===== config.mk =====
export PLATFORM = sky130hd
export DESIGN_NAME = tun_qstage
export DESIGN_NICKNAME = d
export VERILOG_FILES = /design/src/rtl/core/tun_pkg.sv /design/src/rtl/core/tun_qstage.sv
export SDC_FILE = /design/constraint.sdc
export NUM_CORES = 1
export LEC_CHECK = 0
export BUFFER_PORTS_ARGS = -buffer_cell sky130_fd_sc_hd__buf_2
export CAP_MARGIN = 20
export CORE_AREA = 5 5 248 250
export CTS_CLUSTER_SIZE = 8
export DETAILED_ROUTE_END_ITERATION = 16
export DIE_AREA = 0 0 253 255
export PLACE_DENSITY = 0.64
export SYNTH_ARGS = -nofsm -noshare
export SYNTH_HDL_FRONTEND = slang
export SYNTH_SLANG_ARGS = --single-unit

===== constraint.sdc =====
create_clock -name clock -period 4.88 [get_ports clock]
set_clock_uncertainty 0.2 [all_clocks]
set_input_delay 0.976 -clock clock [delete_from_list [all_inputs] [get_ports clock]]
set_output_delay 0.976 -clock clock [all_outputs]
set_load 0.02 [all_outputs]

===== src/rtl/core/tun_pkg.sv =====
// Package for the triangle unit normal block: word types and fixed widths.
// No dependencies.
`timescale 1ns / 1ps
`default_nettype none
package tun_pkg;

   localparam int CoordWidth = 24;
   localparam int NormWidth  = 32;
   localparam int MagWidth   = 30;   // prenormalized magnitude width
   localparam int SumWidth   = 62;   // sum of three squares stays below 2^62
   localparam int QBits      = 31;   // result magnitude bits (q <= 2^30)
   localparam int ScaleShift = 62;   // 4 * 2^60 on the m^2 side of the test
   localparam int RemWidth   = 128;  // signed remainder and step terms

   typedef struct packed {
      logic signed [CoordWidth-1:0] p1_x;
      logic signed [CoordWidth-1:0] p1_y;
      logic signed [CoordWidth-1:0] p1_z;
      logic signed [CoordWidth-1:0] p2_x;
      logic signed [CoordWidth-1:0] p2_y;
      logic signed [CoordWidth-1:0] p2_z;
      logic signed [CoordWidth-1:0] p3_x;
      logic signed [CoordWidth-1:0] p3_y;
      logic signed [CoordWidth-1:0] p3_z;
   } req_word_type;

   typedef struct packed {
      logic signed [NormWidth-1:0] normal_x;
      logic signed [NormWidth-1:0] normal_y;
      logic signed [NormWidth-1:0] normal_z;
      logic                        degenerate;
   } rsp_word_type;

   // Per-component state carried through the rounding pipeline:
   // r = 4 m^2 2^60 - (2q-1)^2 s, p = (2q-1) s
   typedef struct packed {
      logic [QBits-1:0]           q;
      logic                       neg;
      logic signed [RemWidth-1:0] r;
      logic signed [RemWidth-1:0] p;
   } comp_type;

endpackage
`default_nettype wire


===== src/rtl/core/tun_qstage.sv =====
// One bit step of the exact rounded scaled-magnitude search, registered.
// Depends on tun_pkg.
`timescale 1ns / 1ps
`default_nettype none
module tun_qstage #(
   parameter int Bit = 30
) (
   input  wire logic                        clock,
   input  wire logic                        enable,
   input  wire logic [tun_pkg::SumWidth-1:0] s,
   input  wire tun_pkg::comp_type           comp_in,
   output tun_pkg::comp_type                comp_out
);
   import tun_pkg::*;

   logic signed [RemWidth-1:0] s_w;
   logic signed [RemWidth-1:0] diff;
   comp_type comp_in_c;
   comp_type comp_ff;

   // accept bit if (2t-1)^2 * s <= m^2 * 2^62, t = q + 2^Bit;
   // growth of (2q-1)^2 s is 2^(Bit+2) p + 2^(2Bit+2) s
   always_comb begin
      comp_in_c = comp_in;
      s_w  = RemWidth'(s);
      diff = comp_in.r - (comp_in.p <<< (Bit + 2)) - (s_w <<< (2*Bit + 2));
      if (!diff[RemWidth-1]) begin
         comp_in_c.q = comp_in.q | (QBits'(1) << Bit);
         comp_in_c.r = diff;
         comp_in_c.p = comp_in.p + (s_w <<< (Bit + 1));
      end
   end

   always_ff @(posedge clock) begin
      if (enable) begin
         comp_ff <= comp_in_c;
      end
   end

   assign comp_out = comp_ff;

endmodule
`default_nettype wire


==> flow_metrics.py, run 1 <==
metrics = {
    "worst_setup_path": {
        "start_kind": "input pin",
        "arrival_ns": 4.79,
        "endpoint_kind": "flop",
        "critPathMostFrequentCell": "buf_4",
        "crit_fanout": 8,
        "required_ns": 4.99,
        "slowest_delay_ns": 0.44,
        "crit_buf_inv": 6,
        "crit_chain": "buf_2 > buf_4 > ha_1 > buf_4 > o211ai_1 > o211ai_1 > a41oi_1 > buf_4 > a211oi_2 > or2_2 > a31oi_2 > buf_4 > o21ai_1 > a41oi_2 > buf_12 > nor4b_1 > xor2_1",
        "critPathTopFamily": "compound AO/OA/AOI/OAI gates",
        "slowest_stage": "a211oi_2",
        "critical_path_class": "in -> reg",
    },
    "die": {
        "die_x_um": 253,
        "dieArea_mm2": 0.0645,
        "core_area_mm2": 0.0588,
        "fp-row-count": 89,
        "num_io_pins": 640,
        "initial_core_util_pct": 40.6,
        "die_h_um": 255,
    },
    "cells_and_area": {
        "multi_input_area_mm2": 0.0136,
        "layout_commonest_cell": "buf_2",
        "seqCellArea_mm2": 0.00865,
        "syn_to_final_growth_pct": 31.2,
        "largest_reg_flops": 288,
        "fin_util_pct": 53.2,
        "fillers": 5513,
        "drive_above_1_share_pct": 30.5,
        "final_cells": 4289,
        "final_cell_mix": "buf_2 (638), buf_4 (318), nand2_1 (314), edfxtp_1 (288), inv_1 (273)",
        "final_area_mm2": 0.0313,
        "fin_nets": 4102,
    },
    "global_route": {
        "grt_pass1_wl_um": 130000,
        "antenna_found_initial": 13,
        "grt.total_usage_pct": 25.7,
        "first_global_vias": 22400,
        "grt_max_degree": 88,
        "grt.met1_usage_pct": 33.8,
        "grtUsageMet2_pct": 42.7,
        "overflow": 0,
        "globalRouteMet3Util_pct": 5.13,
        "busiest_layer": "met2",
    },
    "clock_network": {
        "cts.htree.levels": 2,
        "post_cts_resized": 0,
        "path_clk_slew_ns": 0.06,
        "cts_hold_buf": 0,
        "ctsLongestPathBuffers": 3,
        "post-cts-setup-buffers": 0,
        "numCtsBuffers": 43,
        "cts_tree": "done",
        "cts.sinks": 288,
        "clock-root-buffer": "clkbuf_16",
    },
    "detailed_routing": {
        "route.detailed.drc": 0,
        "vias_per_cell": 5.36,
        "drt_wl_total_um": 88500,
        "drtIter0Drc": 1719,
        "ant_nets": 0,
        "drt_first_pass_iters": 7,
        "routedWlPerCell_um": 20.6,
        "vias": 23000,
    },
    "logic_synthesis": {
        "synth-edff-count": 288,
        "synth_top_area_share_pct": 36.2,
        "synth_top_family_by_area": "compound AO/OA/AOI/OAI gates",
        "ys_seq_elements": 288,
        "ys_seq_area_share_pct": 36.2,
        "synthMuxAreaShare_pct": 0.0891,
        "syn_nets": 3224,
        "synth_compound_area_share_pct": 20.4,
        "avgSynthCellArea_um2": 9.11,
        "netlist_area_mm2": 0.0239,
        "synth_top_area_cell": "edfxtp_1",
        "synth-simple-area-share_pct": 14.6,
        "yosysUniqueCellTypes": 90,
        "synthAdderAreaFrac_pct": 15.3,
        "synth_xor_area_share_pct": 6.46,
        "synth_top_flop_cell": "edfxtp_1",
        "synth_warnings": 0,
        "ys_async_sr_fraction_pct": 0,
        "syn_inst": 2618,
        "ys_top_cells_by_area": "edfxtp_1 (36%), ha_1 (10%), o21ai_0 (5.5%), fa_1 (5.3%), nand2_1 (4.9%)",
    },
    "sta": {
        "fin_ws_ns": 0.200,
        "worstMarginPinSlew_ns": 0.808,
        "finalCriticalPeriod_ns": 4.68,
        "fin_crit_sh_pct": 95.9,
        "fmax_mhz": 214,
        "hold_viol": 0,
        "setup_violations": 0,
        "slew_headroom_pct": 45.4,
        "rsz0062_at_grt": "no",
        "maxSlewViolCount": 0,
    },
    "place": {
        "post_dp_cell_area_mm2": 0.0301,
        "port_buffers": 639,
        "dp_cells": 4224,
        "place_congestion": 0.966,
        "pre_cts_ws_ns": -0.420,
        "hpwl_um": 74000,
    },
    "power_and_ir_drop": {
        "switchingPower_mw": 4.86,
        "switching_share_pct": 39.8,
        "finalPower_mw": 12.2,
        "p_comb_share_pct": 48.1,
        "power_frac_clock_pct": 22.5,
        "powerDensity_mw_per_mm2": 390,
        "internal_power_mw": 7.34,
        "p_leak_nw": 14.5,
        "ir_drop_mv": 0.300,
        "seq_power_share_pct": 29.4,
    },
    "flow_run": {
        "maxCapViolCount": 0,
    },
    "hold_path": {
        "min_path_type": "in -> reg",
    },
    "run_status": {
        "status": "finished clean",
    },
}
## Yosys cell counts (all sizes together), types with 42 or more instances
cell type and count:
inv 273, a21oi 211, xnor2 96, a21o 75, nand4 70, xor2 80
o21ai 269, nand2 314, clkbuf 107, fa 63, ha 191, nor2 98
edfxtp 288, nand3 42
## final timing paths
kind	end	depth (start not counted)	slack, ns	start
worst max-delay path	comp_out[101]	17	0.20	s[5]
worst min-delay path	comp_out[270]	1	0.39	comp_in[270]
## kinds of logic (layout without fill, tap and decap cells)
| kind of cell | Yosys count | in the layout |
|---|---|---|
| other | 0 | 11 |
| flip-flops | 288 | 288 |
| AO/OA/AOI/OAI | 774 | 774 |
| adder cells (fa/ha/maj) | 254 | 254 |
| buffers and inverters | 411 | 1298 |
| AND/OR/NAND/NOR | 713 | 713 |
| XOR/XNOR | 176 | 176 |
| multiplexers | 2 | 2 |
## cell type report
class                      instances  area share [%]
antenna                           11          0.0879
clock buffer                      46            3.47
clock inverter                     8           0.316
inverter                         273            3.27
multi-input combinational       1919            43.4
sequential                       288            27.6
tap                              773            3.09
timing repair buffer             971            18.8
## power groups by stage
stage / combinational, mW / sequential (mW) / clock (mW)
after floorplan: 2.78 / 4.21 / 0
after global placement: 5.81 / 3.62 / 0
after detailed placement: 5.82 / 3.62 / 0
after CTS: 5.85 / 3.59 / 2.79
after global routing: 6.37 / 3.62 / 2.89
final: 5.87 / 3.59 / 2.75
## stage by stage
| step | TNS [ns] | hold WS [ns] |
|---|---|---|
| after floorplan | 0 | 0.875 |
| after global placement | -14.72 | 0.952 |
| after detailed placement | -22.01 | 0.954 |
| after CTS | 0 | 0.361 |
| after global routing | 0 | 0.364 |
| final | 0 | 0.393 |
## metal layers
metal / routed length (µm) / vias to the layer above
met1: 36600 / 10800
met5: 11 / -
met4: 2780 / 2
li1: - / 11100
met3: 6920 / 140
met2: 42200 / 916
No activity file was read; power rests on OpenSTA's default activity.
==> inputs of run 2 (changes only) <==
Settings changed: CAP_MARGIN 20 to 30, CELL_PAD_IN_SITES_DETAIL_PLACEMENT from default to 1, CELL_PAD_IN_SITES_GLOBAL_PLACEMENT from default to 1, CORE_AREA 5 5 248 250 to default, CORE_MARGIN from default to 5, CORE_UTILIZATION from default to 37, DIE_AREA 0 0 253 255 to default, PLACE_DENSITY 0.64 to 0.76, SETUP_SLACK_MARGIN from default to 0.3.
==> run 2 against run 1 <==
  * First-iteration DRC count down 1.9%
  * Worst setup slack better by 0.21 ns
  * Maximum frequency up 4.7%
  * Largest cell class unchanged
  * Largest power group unchanged
==> flow_metrics.py, run 2 (synthesized netlist as in run 1, its figures left out) <==
metrics = {
    "run_status": {
        "status": "finished clean",
    },
    "sta": {
        "fin_crit_sh_pct": 91.6,
        "finalCriticalPeriod_ns": 4.47,
        "rsz0062_at_grt": "yes",
        "hold_viol": 0,
        "worstMarginPinSlew_ns": 0.995,
        "setup_violations": 0,
        "fmax_mhz": 224,
        "finalSetupTns_ns": 0,
        "slew_headroom_pct": 33.7,
        "maxSlewViolCount": 0,
    },
    "global_route": {
        "grt_max_degree": 103,
        "first_global_vias": 25500,
        "antenna_found_initial": 9,
        "grt.total_usage_pct": 28.0,
        "grt_pass1_wl_um": 154000,
        "overflow": 0,
    },
    "hold_path": {
        "min_path_type": "in -> reg",
        "min_from": "comp_in[140]",
        "holdPathEnd": "comp_out[140]",
        "worstHoldPathCells": 1,
    },
    "clock_network": {
        "ctsLongestPathBuffers": 3,
        "numCtsBuffers": 43,
        "path_clk_slew_ns": 0.05,
        "cts.htree.levels": 2,
        "clock-root-buffer": "clkbuf_16",
        "cts_tree": "done",
        "cts.sinks": 288,
        "cts_hold_buf": 0,
    },
    "detailed_routing": {
        "drt_wl_total_um": 103000,
        "wl_met2_um": 50800,
        "route.detailed.drc": 0,
        "routedWlPerCell_um": 23.6,
        "ant_nets": 0,
        "vias": 23900,
        "drtIter0Drc": 1687,
        "met1Wirelength_um": 43300,
        "top_layer": "met5",
        "vias_per_cell": 5.48,
        "drt_first_pass_iters": 5,
        "routed-wl-met3_um": 5640,
    },
    "power_and_ir_drop": {
        "seq_power_share_pct": 28.6,
        "ir_drop_mv": 0.285,
        "powerDensity_mw_per_mm2": 398,
        "power_frac_clock_pct": 22.5,
        "switchingPower_mw": 5.16,
        "switching_share_pct": 41.1,
        "p_comb_share_pct": 48.9,
        "p_leak_nw": 14.5,
        "finalPower_mw": 12.6,
        "internal_power_mw": 7.39,
    },
    "worst_setup_path": {
        "endpoint_kind": "flop",
        "slowest_delay_ns": 0.64,
        "required_ns": 5.01,
        "crit_fanout": 46,
        "critPathTopFamily": "compound AO/OA/AOI/OAI gates",
        "critPathMostFrequentCell": "o21ai_0",
        "crit_buf_inv": 4,
        "critical_path_class": "in -> reg",
        "arrival_ns": 4.60,
        "start_kind": "input pin",
        "crit_chain": "buf_2 > inv_1 > fa_1 > ha_4 > a21oi_1 > o21ai_0 > a31oi_4 > o21ai_0 > and2_2 > a211oi_4 > or2_4 > o2111ai_4 > buf_12 > buf_4 > nor3_1 > xor2_1",
        "slowest_stage": "fa_1",
    },
    "die": {
        "die_x_um": 264,
        "initial_core_util_pct": 37.2,
        "fp-row-count": 93,
        "dieArea_mm2": 0.0697,
        "die_h_um": 264,
        "core_area_mm2": 0.0641,
        "num_io_pins": 640,
    },
    "cells_and_area": {
        "final_cell_mix": "buf_2 (639), buf_4 (321), nand2_1 (313), edfxtp_1 (288), inv_1 (273)",
        "largest_reg_flops": 288,
        "fin_util_pct": 49.2,
        "fillers": 7653,
        "layout_commonest_cell": "buf_2",
        "syn_to_final_growth_pct": 32.2,
        "drive_above_1_share_pct": 31.1,
        "fin_nets": 4106,
    },
    "flow_run": {
        "maxCapViolCount": 0,
    },
    "place": {
        "port_buffers": 639,
        "place_congestion": 0.990,
        "hpwl_um": 86300,
    },
}
-- run 2: changes by cell type in the layout (fill, tap and decap cells not counted), sizes merged --
cell	before	now
buf	971	975
clkbuf	46	44
diode	11	5
-- run 2: area by class of cell --
class | instances | area [µm²] | area share (%)
Antenna cell | 5 | 12.5 | 0.0397
Clock buffer | 44 | 1080 | 3.42
Clock inverter | 8 | 129 | 0.409
Inverter | 273 | 1020 | 3.25
Multi-Input combinational cell | 1919 | 13700 | 43.4
Sequential cell | 288 | 8650 | 27.4
Tap cell | 855 | 1070 | 3.39
Timing Repair Buffer | 975 | 5890 | 18.7
-- run 2: metrics by stage --
| step | std cells | hold WS (ns) | setup slack (ns) | instance area (µm²) |
|---|---|---|---|---|
| final | 4367 | 0.373 | 0.410 | 31500 |
| after global routing | 4367 | 0.344 | 0.259 | 31500 |
| after CTS | 4361 | 0.335 | 0.323 | 31400 |
| after detailed placement | 4309 | 0.954 | -0.420 | 30200 |
| after global placement | 4309 | 0.952 | -0.418 | 30200 |
| after floorplan | 2618 | 0.875 | 0.239 | 23900 |
-- run 2: worst max-delay path by stage --
stage                    end  cells past startpoint  slack [ns]         from
2_1_floorplan   comp_out[79]                     17        0.24  comp_in[56]
3_3_place_gp   comp_out[244]                     17       -0.42         s[0]
3_5_place_dp   comp_out[244]                     17       -0.42         s[0]
4_1_cts         comp_out[95]                     16        0.32         s[0]
5_1_grt        comp_out[244]                     17        0.26         s[1]
6_report        comp_out[95]                     16        0.41         s[0]
-- run 2: power by group through the flow --
stage	Sequential [mW]	Clock [mW]	Combinational, mW
detailed placement	3.64	0	6.04
global placement	3.63	0	5.88
CTS	3.60	2.90	6.09
floorplan	4.21	0	2.80
finish	3.60	2.82	6.14
global route	3.63	2.99	6.61
-- run 2: timing repair --
action                     4_1_cts  5_1_grt
setup endpoints to repair        4       71
gates cloned                     0        0
resized for setup                2       19
pin swaps                        0        3
buffers inserted                 0        0
-- run 2: per-layer routing --
metal	up-vias	global-route usage, %
met2	795	49.0
li1	11100	-
met5	-	0
met3	161	4.31
met1	11800	35.8
met4	4	8.45
